[config.mk]
export PLATFORM = sky130hd
export DESIGN_NAME = stbd_front
export DESIGN_NICKNAME = d
export VERILOG_FILES = /design/src/hdl/stbd_pkg.sv /design/src/hdl/stbd_front.sv
export SDC_FILE = /design/constraint.sdc
export NUM_CORES = 1
export LEC_CHECK = 0
export CORE_ASPECT_RATIO = 1.25
export CORE_UTILIZATION = 60
export CTS_CLUSTER_SIZE = 10
export DETAILED_ROUTE_END_ITERATION = 6
export DONT_BUFFER_PORTS = 1
export GPL_TIMING_DRIVEN = 0
export PLACE_DENSITY = 0.76
export SETUP_SLACK_MARGIN = 0.4
export SYNTH_ARGS = -nofsm -noshare
export SYNTH_HDL_FRONTEND = slang
export SYNTH_SLANG_ARGS = --single-unit
[constraint.sdc]
create_clock -name clock -period 15.26 [get_ports clock]
set_input_delay 3.052 -clock clock [delete_from_list [all_inputs] [get_ports clock]]
set_output_delay 3.052 -clock clock [all_outputs]
set_load 0.01 [all_outputs]
[src/hdl/stbd_pkg.sv]
// Types and constants shared by the spectral tone burst detector modules.
`timescale 1ns / 1ps
package stbd_pkg;

   localparam int BIN_W       = 10;
   localparam int THR_W       = 8;
   localparam int K_W         = 2 * THR_W;
   localparam int HITS_W      = 8;
   localparam int MAG_PORT_W  = 16;
   localparam int CSR_DATA_W  = 10;
   localparam int CSR_INDEX_W = 3;

   localparam logic [CSR_INDEX_W-1:0] REG_BAND_FIRST = 3'd0;
   localparam logic [CSR_INDEX_W-1:0] REG_BAND_LAST  = 3'd1;
   localparam logic [CSR_INDEX_W-1:0] REG_Z_Q4       = 3'd2;
   localparam logic [CSR_INDEX_W-1:0] REG_HIT_FRAMES = 3'd3;
   localparam logic [CSR_INDEX_W-1:0] REG_MISS_LIMIT = 3'd4;

   localparam logic [BIN_W-1:0]  RESET_BAND_FIRST = 10'd85;
   localparam logic [BIN_W-1:0]  RESET_BAND_LAST  = 10'd149;
   localparam logic [THR_W-1:0]  RESET_Z_Q4       = 8'd80;
   localparam logic [HITS_W-1:0] RESET_HIT_FRAMES = 8'd16;
   localparam logic [HITS_W-1:0] RESET_MISS_LIMIT = 8'd4;

   localparam logic [HITS_W-1:0] HITS_MAX = 8'hFF;

   localparam int QUEUE_DEPTH = 4;
   localparam int QUEUE_PTR_W = 2;
   localparam int QUEUE_LVL_W = 3;

   typedef struct packed {
      logic [BIN_W-1:0]  band_first_bin;
      logic [BIN_W-1:0]  band_last_bin;
      logic [THR_W-1:0]  z_q4;
      logic [HITS_W-1:0] hit_frames;
      logic [HITS_W-1:0] miss_limit;
   } cfg_type;

   typedef struct packed {
      logic              band_hit;
      logic              detected;
      logic [HITS_W-1:0] hits_so_far;
   } result_type;

   typedef enum logic [2:0] {
      BK_IDLE,
      BK_MUL,
      BK_DIFF,
      BK_SQ,
      BK_DONE
   } back_state_type;

endpackage

[src/hdl/stbd_front.sv]
// Front part: takes bins, accumulates count, sum, sum of squares and band maximum.
`timescale 1ns / 1ps
module stbd_front #(
   parameter int MAX_BINS = 1024,
   parameter int CNT_W    = 11,
   parameter int MAG_W    = 16,
   parameter int S1_W     = 27,
   parameter int S2_W     = 43
) (
   input  logic                              clock,
   input  logic                              reset,
   input  stbd_pkg::cfg_type                 cfg,
   input  logic                              req_valid,
   output logic                              req_stall,
   input  logic [MAG_W-1:0]                  req_magnitude,
   input  logic                              req_frame_end,
   input  logic [stbd_pkg::QUEUE_LVL_W-1:0]  queue_level,
   output logic                              push,
   output logic [CNT_W-1:0]                  push_n,
   output logic [S1_W-1:0]                   push_sum,
   output logic [S2_W-1:0]                   push_sq,
   output logic [MAG_W-1:0]                  push_max
);
   import stbd_pkg::*;

   localparam int CMP_W = (CNT_W > BIN_W) ? CNT_W : BIN_W;
   localparam int SQ_W  = 2 * MAG_W;

   logic                   accept;
   logic                   counted, in_band;
   logic [CNT_W-1:0]       idx_ff, idx_in;
   logic [CMP_W-1:0]       idx_ext;
   logic [QUEUE_LVL_W-1:0] pending;

   logic                   pipe_vld_ff, pipe_last_ff, pipe_cnt_ff, pipe_band_ff;
   logic [MAG_W-1:0]       pipe_mag_ff;
   logic [SQ_W-1:0]        pipe_sq_ff;

   logic [CNT_W-1:0]       acc_n_ff, acc_n_in;
   logic [S1_W-1:0]        acc_sum_ff, acc_sum_in;
   logic [S2_W-1:0]        acc_sq_ff, acc_sq_in;
   logic [MAG_W-1:0]       acc_max_ff, acc_max_in;

   assign pending   = queue_level + QUEUE_LVL_W'(pipe_vld_ff && pipe_last_ff);
   assign req_stall = (pending >= QUEUE_LVL_W'(QUEUE_DEPTH));
   assign accept    = req_valid && !req_stall;

   assign idx_ext = CMP_W'(idx_ff);
   assign counted = (idx_ff < CNT_W'(MAX_BINS));
   assign in_band = counted && (idx_ext >= CMP_W'(cfg.band_first_bin)) &&
                    (idx_ext <= CMP_W'(cfg.band_last_bin));

   always_comb begin
      idx_in = idx_ff;
      if (accept) begin
         if (req_frame_end) begin
            idx_in = '0;
         end else if (counted) begin
            idx_in = idx_ff + CNT_W'(1);
         end
      end
   end

   always_ff @(posedge clock) begin
      if (reset) begin
         idx_ff      <= '0;
         pipe_vld_ff <= 1'b0;
      end else begin
         idx_ff      <= idx_in;
         pipe_vld_ff <= accept;
      end
   end

   always_ff @(posedge clock) begin
      if (accept) begin
         pipe_last_ff <= req_frame_end;
         pipe_cnt_ff  <= counted;
         pipe_band_ff <= in_band;
         pipe_mag_ff  <= req_magnitude;
         pipe_sq_ff   <= SQ_W'(req_magnitude) * SQ_W'(req_magnitude);
      end
   end

   always_comb begin
      acc_n_in   = acc_n_ff;
      acc_sum_in = acc_sum_ff;
      acc_sq_in  = acc_sq_ff;
      acc_max_in = acc_max_ff;
      if (pipe_cnt_ff) begin
         acc_n_in   = acc_n_ff + CNT_W'(1);
         acc_sum_in = acc_sum_ff + S1_W'(pipe_mag_ff);
         acc_sq_in  = acc_sq_ff + S2_W'(pipe_sq_ff);
         if (pipe_band_ff && (pipe_mag_ff > acc_max_ff)) begin
            acc_max_in = pipe_mag_ff;
         end
      end
   end

   assign push     = pipe_vld_ff && pipe_last_ff;
   assign push_n   = acc_n_in;
   assign push_sum = acc_sum_in;
   assign push_sq  = acc_sq_in;
   assign push_max = acc_max_in;

   always_ff @(posedge clock) begin
      if (reset) begin
         acc_n_ff   <= '0;
         acc_sum_ff <= '0;
         acc_sq_ff  <= '0;
         acc_max_ff <= '0;
      end else if (pipe_vld_ff) begin
         if (pipe_last_ff) begin
            acc_n_ff   <= '0;
            acc_sum_ff <= '0;
            acc_sq_ff  <= '0;
            acc_max_ff <= '0;
         end else begin
            acc_n_ff   <= acc_n_in;
            acc_sum_ff <= acc_sum_in;
            acc_sq_ff  <= acc_sq_in;
            acc_max_ff <= acc_max_in;
         end
      end
   end

endmodule

==> metrics.csv <==
stage,metric,value,unit
run_status,outcome,"finished, final reports clean",
placed_design,RePlAce Congestion,0.906,
sta,Worst Clk Skew,0.0144,ns
pwr,power per cell area,182,nW/um^2
sta,Pins Over Slew Limit,0,
clock_tree,Worst-Skew Late Latency,0.43,ns
global_route,largest net degree at the start of global routing,47,
clock_tree,"Hold-fix buffers, CTS",0,
detailed_routing,drt drc,0,
sta,fin crit share,0.636,
setup_path,CP Capture Type,flop,
yosys,synthesis warning total,0,
clock_tree,deepest level of the CTS H-tree,4,
global_route,global route overflow,0,
yosys,Synth top area share,0.193,
clock_tree,CTS resizes,0,
finish,Storage cell area,3650,um^2
die,core area,27800,um^2
yosys,synth top area cells,"fa_1 (19%), ha_1 (14%), dfxtp_1 (13%)",
placed_design,port bufs,0,
setup_path,CP startpoint kind,primary input,
clock_tree,total CTS buffers,17,
finish,# nets final,2315,
die,Core Rows,68,
yosys,ys async rst share,0,
detailed_routing,drt pass-1 iters,6,
clock_tree,CTS tree,built,
setup_path,"Max FO, Critical Path",10,
detailed_routing,DR iter-0 viols,699,
sta,Rel. slew slack,0.443,
yosys,Adder-Cell Fraction of Synth Area,0.328,
die,die width,153,um
global_route,initial antenna violation count,1,
clock_tree,CTS sink cnt,158,
yosys,syn_nets,2295,
yosys,Synth top cells by count,"inv_1 (302), ha_1 (186), fa_1 (165)",
yosys,post-synthesis compound-gate area fraction,0.154,
yosys,mean area per synthesized cell,9.14,um^2
sta,"Setup violations, final",0,
sta,worst setup margin,5.56,ns
setup_path,"Req. time, crit path",15.43,ns
pwr,leak pwr,8.66,nW
sta,fin crit period,9.70,ns
placed_design,Place WS,5.12,ns
die,Initial Util,0.616,
sta,fmax,103,MHz
setup_path,Worst EP arrival,9.88,ns
global_route,vias in the first global route,13700,
sta,worst-margin pin slew,0.832,ns
yosys,xor/xnor share of the synthesized area,0.0618,
die,io pins,166,
die,die area,29300,um^2
sta,Fin Setup TNS,0,ns
global_route,gr usage total,0.301,
clock_tree,Post-CTS Setup Bufs,0,
yosys,Post-Synth Simple-Gate Area,0.124,
finish,final instance area,18200,um^2
detailed_routing,final WL,42.5,mm
yosys,Post-Synthesis Cells,1877,
setup_path,WS Path Type,in -> reg,
job,maximum capacitance violations,0,
detailed_routing,DR WL/cell,18.8,um
placed_design,hpwl dp,34.3,mm
yosys,Post-synth EDFFs,49,
finish,layout overhead on the synthesized area,6.09,%
yosys,post-synthesis mux area share,0.0380,
yosys,Unique masters post-synth,79,
worst_hold_path,Worst Hold Class,reg -> reg,
sta,Hold Fails Final Rpt,0,
yosys,main combinational cell family by area after synthesis,adder cells,
finish,footprint of the multi-input gates,12100,um^2
die,Die Ht,191,um
placed_design,Post-DP Area,17600,um^2
detailed_routing,vias,13400,
detailed_routing,post-route ant nets,0,
yosys,Yosys reg bits,158,
yosys,"Seq/Total Area, Yosys",0.213,
yosys,Synth Cell Area,17100,um^2
clock_tree,Worst-path clk slew,0.07,ns
pwr,VDD IR-drop max,164,uV
sta,RSZ-0062 raised after global routing,false,
detailed_routing,post-DR vias/cell,5.90,
clock_tree,clk buf depth,2,
yosys,Main synth FF type,dfxtp_1,
clock_tree,Root Buffer,clkbuf_16,
finish,share of cells above drive strength 1,0.0634,
finish,fill count,2263,
global_route,first-pass GRT wire length,69.3,mm
sta,worst hold margin,0.495,ns
yosys,dominant cell type by area after synthesis,fa_1,
yosys,most common cell in the netlist,inv_1,
-- sequential cells by signal, indices dropped and copies added (netlist names) --
signal        count
acc_max_ff       16
pipe_mag_ff      16
acc_n_ff         11
pipe_sq_ff       30
pipe_cnt_ff       1
idx_ext          11
pipe_vld_ff       1
acc_sum_ff       27
acc_sq_ff        43
pipe_last_ff      1
pipe_band_ff      1
-- kinds of logic after synthesis --
logic type                 Yosys count
and+or+nand+nor                    441
AOI/OAI and AO/OA                  380
buffers and inverters              368
adders and majority gates          351
DFF                                158
xor gates and xnor gates           121
muxes                               58
-- power by group --
part | internal (mW) | switching, mW
logic | 0.978 | 1.31
clock network | 0.246 | 0.179
registers | 0.585 | 0.0235
total | 1.81 | 1.51
-- final cells by class --
cell class / instances / area share
multi-input combinational: 1351 / 0.665
sequential: 158 / 0.201
inverter: 303 / 0.0625
clock buffer: 20 / 0.0246
tap: 350 / 0.0241
buffer: 65 / 0.0140
clock inverter: 12 / 0.00736
timing repair buffer: 1 / 0.00110
antenna: 2 / 0.000275
-- critical path, cell delays in order --
cell and delay, ns:
clkbuf_1 0.46, clkbuf_1 0.52, nand2_1 0.18, fa_1 0.58
inv_1 0.07, fa_1 0.46, fa_1 0.49, fa_1 0.53
fa_1 0.54, inv_1 0.05, fa_1 0.53, inv_1 0.05
ha_1 0.34, a21o_1 0.19, a2111oi_0 0.50, nand2_1 0.10
o21ai_0 0.09, a31oi_1 0.13, a31oi_1 0.38, o21ai_1 0.17
a221oi_1 0.35, xnor2_1 0.09
-- final timing paths --
check	slack (ns)	cells after the start	to	from
max reg2reg	11.75	13	acc_sum_ff[26]	pipe_mag_ff[0]
min	0.50	2	acc_sum_ff[12]	acc_sum_ff[12]
min reg2reg	0.50	2	acc_sum_ff[12]	acc_sum_ff[12]
max	5.56	22	pipe_sq_ff[30]	req_magnitude[14]
-- routing by layer --
layer / vias to the layer above / track usage / share of wire
met2: 397 / 0.537 / 0.50
met1: 6507 / 0.351 / 0.39
li1: 6361 / - / -
met3: 88 / 0.0574 / 0.068
met5: - / 0 / 0
met4: 0 / 0.136 / 0.039
-- stage by stage --
step / std cells / utilization / power [mW]
after floorplan: 1877 / - / 2.42
after global placement: 2227 / 0.632 / 2.82
after detailed placement: 2228 / 0.633 / 2.89
after CTS: 2260 / 0.654 / 3.33
after global routing: 2262 / 0.654 / 3.67
final: 2262 / 0.654 / 3.32
-- layout by cell type, fill, tap and decap left out, types with 20 or more instances in the layout --
cell	count
inv_1	301
ha_1	186
fa_1	165
nand2_1	144
dfxtp_1	109
nor2_1	107
a21oi_1	95
xnor2_1	74
clkbuf_1	58
mux2_2	57
and2_1	56
o21ai_0	56
edfxtp_1	49
xor2_1	47
a21o_1	39
a22o_1	38
a22oi_1	27
nand3_1	26
and3_1	21
nand4_1	21
a31oi_1	20
Power figures use the tool's default switching activity.
