--- config.mk ---
export PLATFORM = sky130hd
export DESIGN_NAME = stbd_queue
export DESIGN_NICKNAME = d
export VERILOG_FILES = /design/src/hdl/stbd_pkg.sv /design/src/hdl/stbd_queue.sv
export SDC_FILE = /design/constraint.sdc
export NUM_CORES = 1
export LEC_CHECK = 0
export ABC_AREA = 1
export BUFFER_PORTS_ARGS = -buffer_cell sky130_fd_sc_hd__buf_4
export CORE_AREA = 4 4 239 148
export CTS_CLUSTER_DIAMETER = 80
export CTS_CLUSTER_SIZE = 28
export DETAILED_ROUTE_END_ITERATION = 10
export DIE_AREA = 0 0 243 152
export GPL_TIMING_DRIVEN = 0
export PLACE_DENSITY = 0.76
export SYNTH_ARGS = -nofsm -noshare
export SYNTH_HDL_FRONTEND = slang
export SYNTH_SLANG_ARGS = --single-unit
--- constraint.sdc ---
create_clock -name clock -period 5.96 [get_ports clock]
set_clock_uncertainty 0.05 [all_clocks]
set_input_delay 0.298 -clock clock [delete_from_list [all_inputs] [get_ports clock]]
set_output_delay 0.298 -clock clock [all_outputs]
set_load 0.01 [all_outputs]
--- src/hdl/stbd_pkg.sv ---
// Types and constants shared by the spectral tone burst detector modules.
`timescale 1ns / 1ps
package stbd_pkg;

   localparam int BIN_W       = 10;
   localparam int THR_W       = 8;
   localparam int K_W         = 2 * THR_W;
   localparam int HITS_W      = 8;
   localparam int MAG_PORT_W  = 16;
   localparam int CSR_DATA_W  = 10;
   localparam int CSR_INDEX_W = 3;

   localparam logic [CSR_INDEX_W-1:0] REG_BAND_FIRST = 3'd0;
   localparam logic [CSR_INDEX_W-1:0] REG_BAND_LAST  = 3'd1;
   localparam logic [CSR_INDEX_W-1:0] REG_Z_Q4       = 3'd2;
   localparam logic [CSR_INDEX_W-1:0] REG_HIT_FRAMES = 3'd3;
   localparam logic [CSR_INDEX_W-1:0] REG_MISS_LIMIT = 3'd4;

   localparam logic [BIN_W-1:0]  RESET_BAND_FIRST = 10'd85;
   localparam logic [BIN_W-1:0]  RESET_BAND_LAST  = 10'd149;
   localparam logic [THR_W-1:0]  RESET_Z_Q4       = 8'd80;
   localparam logic [HITS_W-1:0] RESET_HIT_FRAMES = 8'd16;
   localparam logic [HITS_W-1:0] RESET_MISS_LIMIT = 8'd4;

   localparam logic [HITS_W-1:0] HITS_MAX = 8'hFF;

   localparam int QUEUE_DEPTH = 4;
   localparam int QUEUE_PTR_W = 2;
   localparam int QUEUE_LVL_W = 3;

   typedef struct packed {
      logic [BIN_W-1:0]  band_first_bin;
      logic [BIN_W-1:0]  band_last_bin;
      logic [THR_W-1:0]  z_q4;
      logic [HITS_W-1:0] hit_frames;
      logic [HITS_W-1:0] miss_limit;
   } cfg_type;

   typedef struct packed {
      logic              band_hit;
      logic              detected;
      logic [HITS_W-1:0] hits_so_far;
   } result_type;

   typedef enum logic [2:0] {
      BK_IDLE,
      BK_MUL,
      BK_DIFF,
      BK_SQ,
      BK_DONE
   } back_state_type;

endpackage

--- src/hdl/stbd_queue.sv ---
// Short queue of finished frame statistics between the front and back parts.
`timescale 1ns / 1ps
module stbd_queue #(
   parameter int WIDTH = 96
) (
   input  logic                               clock,
   input  logic                               reset,
   input  logic                               push,
   input  logic [WIDTH-1:0]                   push_data,
   input  logic                               pop,
   output logic [WIDTH-1:0]                   pop_data,
   output logic [stbd_pkg::QUEUE_LVL_W-1:0]   level,
   output logic                               empty
);
   import stbd_pkg::*;

   logic [WIDTH-1:0]       mem_ff [QUEUE_DEPTH];
   logic [QUEUE_PTR_W-1:0] wr_ptr_ff, rd_ptr_ff;
   logic [QUEUE_LVL_W-1:0] level_ff, level_in;

   always_comb begin
      case ({push, pop})
         2'b10:   level_in = level_ff + QUEUE_LVL_W'(1);
         2'b01:   level_in = level_ff - QUEUE_LVL_W'(1);
         default: level_in = level_ff;
      endcase
   end

   always_ff @(posedge clock) begin
      if (reset) begin
         wr_ptr_ff <= '0;
         rd_ptr_ff <= '0;
         level_ff  <= '0;
      end else begin
         if (push) begin
            wr_ptr_ff <= wr_ptr_ff + QUEUE_PTR_W'(1);
         end
         if (pop) begin
            rd_ptr_ff <= rd_ptr_ff + QUEUE_PTR_W'(1);
         end
         level_ff <= level_in;
      end
   end

   always_ff @(posedge clock) begin
      if (push) begin
         mem_ff[wr_ptr_ff] <= push_data;
      end
   end

   assign pop_data = mem_ff[rd_ptr_ff];
   assign level    = level_ff;
   assign empty    = (level_ff == '0);

endmodule

==> impl_metrics.py, run 1 <==
metrics = {
    "grt": {
        "grt_pass1_vias": 9287,
        "grt_first_pass_wirelength_mm": 53.99,
        "grt_max_degree": 79,
        "grt_usage_pct": 18.61,
        "antenna_found_initial": 0,
        "grt.overflow.total": 0,
    },
    "final_layout": {
        "area_delta_synth_final_pct": 25.01,
        "fillerInstances": 2622,
        "postLayoutCellArea_um2": 18400,
        "drive_gt1_share_pct": 21.11,
        "multiInputGateArea_um2": 2481,
        "n_antenna_cell": 0,
        "seq_area_um2": 11710,
        "layout.cells.non_filler": 1749,
        "final_nets": 1411,
    },
    "setup_path": {
        "cp_common_cell": "buf_2",
        "crit_slowest_cell": "dfxtp_1",
        "critPathLaunchType": "register",
        "cpPeakStageDelay_ps": 440,
        "required_ps": 5610,
        "crit_chain": "inv_2 -> buf_2 -> buf_2 -> o21ai_1 -> o22ai_1 -> buf_4",
        "arrival_ps": 2480,
        "crit_type": "register to output pin",
        "crit_path_end_kind": "output pin",
        "path_max_fanout": 10,
    },
    "outcome": {
        "status": "complete, no violations",
    },
    "placement": {
        "post-place-ws_ps": 3643,
        "gp_congestion": 0.7393,
        "dpl_cell_area_um2": 16880,
        "dpl.hpwl_mm": 21.88,
        "io_buffer_count": 199,
        "dp.cells": 1621,
    },
    "clock_network": {
        "clock_latency_ps": 530,
        "clk_pin_slew_ps": 100,
        "root_buffer": "clkbuf_16",
        "cts_setup_buffers": 0,
        "cts_resized": 0,
        "cts_sinks": 393,
        "htreeDepth": 1,
        "cts_buffer_depth": 3,
        "cts_made_buffers": 18,
        "cts_hold_buf": 96,
        "cts_tree": "done",
    },
    "floorplanning": {
        "start_util_pct": 44.35,
        "io_pins": 200,
        "dieWidth_um": 243,
        "die_h_um": 152,
        "dieArea_um2": 36940,
        "rows": 52,
        "coreArea_um2": 33180,
    },
    "detailed_routing": {
        "wire_per_inst_um": 20.46,
        "drt_iter0_markers": 867,
        "final_antenna_net_count": 0,
        "drc": 0,
        "wirelength_mm": 35.79,
        "drt-pass1-iter-count": 5,
        "vias": 9271,
        "via_per_inst": 5.301,
    },
    "logic_synthesis": {
        "synth_warnings": 0,
        "synth_top_area_share_pct": 78.36,
        "synth_area_um2": 14720,
        "synth_area_leaders": "edfxtp_1 78%, nor2_1 5.0%, o22ai_1 4.1%",
        "yosysUniqueCellTypes": 21,
        "syn_nets": 1091,
        "avgSynthCellArea_um2": 14.94,
        "synth.most_common_cell": "edfxtp_1",
        "synth_cells": 985,
        "yosysTopAreaCell": "edfxtp_1",
        "synth_ff_type": "edfxtp_1",
        "synth_top_cells_by_count": "384 x edfxtp_1, 195 x nor2_1, 107 x o21ai_0",
        "ys_seq_area_share_pct": 79.59,
        "synth-seq-cells": 393,
        "synth_edf_count": 384,
        "async_reset_ff_share_pct": 0,
    },
    "power_and_ir_drop": {
        "p_leak_nw": 6.456,
        "finalPower_mw": 5.350,
        "powerDensity_nw_per_um2": 290.8,
        "ir_drop_v": 0.0002103,
    },
    "timing": {
        "setup_ws_ps": 3133,
        "rsz0062_at_grt": "false",
        "slew-limit-headroom_pct": 47.35,
        "timing.final.max_slew_violations": 0,
        "tightest_slew_ps": 789.8,
        "timing.fmax_mhz": 353.7,
        "setup_viol": 0,
        "hold_violations": 0,
        "fin_crit_ps": 2827,
        "final.setup.tns_ps": 0,
        "fin_crit_sh_pct": 47.44,
    },
    "worst_hold_path": {
        "hold_class": "input port to register",
    },
    "run": {
        "cap_viol_max_count": 0,
    },
}
sequential cells by signal, indices dropped and copies added (netlist names), named ones only:
name       count
mem_ff       384
level          3
rd_ptr_ff      2
wr_ptr_ff      2
per-layer routing:
layer  part of all wire, %  up-vias  track usage (%)
li1                      -     4336                -
met1                    41     4462            26.21
met2                    49      440            31.59
met3                   8.2       33            2.906
met4                   1.6        0            2.938
met5                     0        -                0
where the power goes:
| part | switching, mW | total, mW | internal, mW |
|---|---|---|---|
| clock network | 0.816 | 1.43 | 0.616 |
| logic | 0.419 | 0.736 | 0.316 |
| registers | 0.0292 | 3.18 | 3.15 |
critical path: cells and delay by family (launching register included):
family	cells	cell delay [ps]
DFF	1	440
buffers and inverters	4	1060
AOI/OAI and AO/OA	2	430
cell usage in the layout (no fill, tap or decap), drive strengths merged:
cell | netlist | final
o21ai | 198 | 198
nand2 | 9 | 9
ha | 5 | 5
nor3 | 1 | 1
clkinv | 0 | 1
dfxtp | 9 | 9
fa | 1 | 1
clkbuf | 20 | 51
nor2 | 195 | 195
o22ai | 96 | 96
nand4 | 1 | 1
inv | 18 | 18
a21oi | 5 | 5
buf | 42 | 246
dlygate4sd3 | 0 | 96
nand3 | 1 | 1
edfxtp | 384 | 384
area by class of cell:
class / instances / area share, %
clock buffer: 31 / 2.829
inverter: 18 / 0.4489
sequential: 393 / 63.66
clock inverter: 1 / 0.1632
buffer: 62 / 2.462
tap: 432 / 2.938
timing repair buffer: 300 / 14.01
multi-input combinational: 512 / 13.49
per-stage QoR:
stage	utilization, %	hold WS, ps
after floorplan	-	346.9
after global placement	50.48	373.7
after detailed placement	50.89	403.4
after CTS	55.44	17.47
after global routing	55.44	42.38
final	55.44	62.65
kinds of logic (layout without fill, tap and decap cells):
kind of cell | after synthesis | after routing | share of synthesized area (%)
AND/OR/NAND/NOR | 207 | 207 | 5.314
adder cells (fa/ha/maj) | 6 | 6 | 0.5612
buffers and inverters | 80 | 412 | 3.554
AO/OA/AOI/OAI | 299 | 299 | 10.99
flip-flops | 393 | 393 | 79.59
worst paths after layout:
check | start | end | slack, ps | cells after the start
max | register | pop_data[81] | 3130 | 6
min | push | wr_ptr_ff[0] | 60 | 3
max reg2reg | wr_ptr_ff[0] | mem_ff[0][31] | 3870 | 6
min reg2reg | rd_ptr_ff[1] | register | 420 | 1
(Power assumes the default switching activity.)
==> run 2, diff against run 1 <==
==> constraint.sdc (replaced) <==
create_clock -name clock -period 3 [get_ports clock]
set_clock_uncertainty 0.05 [all_clocks]
set_input_delay 0.15 -clock clock [delete_from_list [all_inputs] [get_ports clock]]
set_output_delay 0.15 -clock clock [all_outputs]
set_load 0.01 [all_outputs]
==> run 2 against run 1 <==
  * Critical endpoint unchanged
  * Power up 99%
  * Register-to-register slack worse by 3000 ps
  * Sequential cell count unchanged
  * Critical path depth unchanged
  * Critical path type unchanged
  * Clock power up 99%
  * Non-clock buffer count up 4
  * First-iteration DRC count up 8.8%
  * Largest cell class unchanged
  * Routed wire length up 0.19%
  * Combinational power up 100%
  * Sequential share of layout area down 0.14 points
==> impl_metrics.py, run 2 (synthesis gave the netlist of run 1 again) <==
metrics = {
    "timing": {
        "rsz0062_at_grt": "false",
        "final.setup.tns_ps": 0,
        "slew-limit-headroom_pct": 46.95,
        "hold_violations": 0,
        "timing.final.max_slew_violations": 0,
        "fin_crit_ps": 2657,
        "timing.fmax_mhz": 376.4,
        "whs_ps": 300.3,
        "fin_crit_sh_pct": 88.56,
        "tightest_slew_ps": 795.7,
        "setup_viol": 0,
    },
    "floorplanning": {
        "coreArea_um2": 33180,
        "io_pins": 200,
        "rows": 52,
        "dieArea_um2": 36940,
        "start_util_pct": 44.35,
        "die_h_um": 152,
        "dieWidth_um": 243,
    },
    "clock_network": {
        "cts_setup_buffers": 0,
        "cts_resized": 0,
        "cts_buffer_depth": 3,
        "cts_made_buffers": 18,
        "cts_sinks": 393,
        "clock_latency_ps": 530,
        "root_buffer": "clkbuf_16",
        "cts_tree": "done",
        "clk_pin_slew_ps": 110,
        "htreeDepth": 1,
    },
    "final_layout": {
        "regMostFlops": "mem_ff",
        "layout.cells.non_filler": 1753,
        "largest_register_ffs": 384,
        "postLayoutCellArea_um2": 18440,
        "mostFrequentLayoutCells": "384 x edfxtp_1, 208 x buf_4, 195 x nor2_1",
        "area_delta_synth_final_pct": 25.29,
        "final_nets": 1415,
        "final_common_cell": "edfxtp_1",
        "n_antenna_cell": 0,
        "drive_gt1_share_pct": 21.04,
    },
    "setup_path": {
        "path_max_fanout": 10,
        "critPathLaunchType": "register",
        "crit_path_end_kind": "output pin",
        "worstReg2RegStart": "wr_ptr_ff[0]",
        "arrival_ps": 2460,
        "crit_type": "register to output pin",
        "required_ps": 2800,
    },
    "detailed_routing": {
        "wire_per_inst_um": 20.45,
        "wirelength_mm": 35.86,
        "via_per_inst": 5.304,
        "drc": 0,
        "drt-pass1-iter-count": 5,
        "vias": 9298,
        "final_antenna_net_count": 0,
        "drt_iter0_markers": 943,
    },
    "power_and_ir_drop": {
        "powerDensity_nw_per_um2": 576.9,
        "ir_drop_v": 0.0004173,
        "p_leak_nw": 6.474,
    },
    "worst_hold_path": {
        "hold_class": "input port to register",
        "hold_path_startpoint": "push_data[38]",
    },
    "placement": {
        "dp.cells": 1621,
        "dpl_cell_area_um2": 16880,
        "gp_congestion": 0.7393,
        "io_buffer_count": 199,
        "dpl.hpwl_mm": 21.88,
    },
    "grt": {
        "top_usage_layer": "met2",
        "grt.overflow.total": 0,
        "gr-usage-met3_pct": 2.942,
        "grt_usage_pct": 18.65,
        "grt_max_degree": 79,
        "grt_first_pass_wirelength_mm": 54.11,
        "antenna_found_initial": 0,
        "grt_use_met2_pct": 31.62,
        "grt_pass1_vias": 9327,
        "gr-usage-met1_pct": 26.16,
    },
    "run": {
        "cap_viol_max_count": 0,
    },
    "outcome": {
        "status": "complete, no violations",
    },
}
[run 2: layer usage]
layer	vias up	share of wire [%]
met5	-	0
met4	0	1.7
met3	35	8.2
met2	420	49
met1	4500	41
li1	4343	-
[run 2: critical path: stages (launching register included)]
cell	delay, ps
dfxtp_1	440
inv_2	210
buf_2	340
buf_2	310
o21ai_1	100
o22ai_1	310
buf_4	210
[run 2: metrics by stage]
step	utilization, %	setup WS (ps)	total power, mW
floorplan	-	57.28	7.085
global placement	50.48	-1392	7.785
detailed placement	50.89	830.6	7.809
CTS	55.56	268.6	10.72
global route	55.56	226.7	11.06
finish	55.56	343.1	10.64
[run 2: path summary, 6_finish.rpt]
| check | cells past startpoint | endpoint | slack, ps |
|---|---|---|---|
| setup reg to reg | 6 | mem_ff[0][31] | 910 |
| hold reg to reg | 1 | register | 420 |
| hold / removal | 2 | mem_ff[1][38] | 300 |
| setup / recovery | 6 | pop_data[81] | 340 |
[run 2: power breakdown]
| group | internal (mW) | total (mW) | switching (mW) |
|---|---|---|---|
| clock | 1.22 | 2.85 | 1.62 |
| combinational | 0.632 | 1.47 | 0.834 |
| sequential | 6.26 | 6.32 | 0.0579 |
[run 2: repair_timing]
action,4_1_cts,5_1_grt
endpoints found under the hold margin,393,0
hold buffers,100,0
setup endpoints to repair,0,0
[run 2: layout make-up]
| class | instances | area (µm²) |
|---|---|---|
| inverter | 18 | 82.58 |
| clock buffer | 31 | 520.5 |
| buffer | 62 | 452.9 |
| multi-input combinational | 512 | 2481 |
| timing repair buffer | 304 | 2618 |
| fill | 2621 | 14750 |
| clock inverter | 1 | 30.03 |
| sequential | 393 | 11710 |
| tap | 432 | 540.5 |
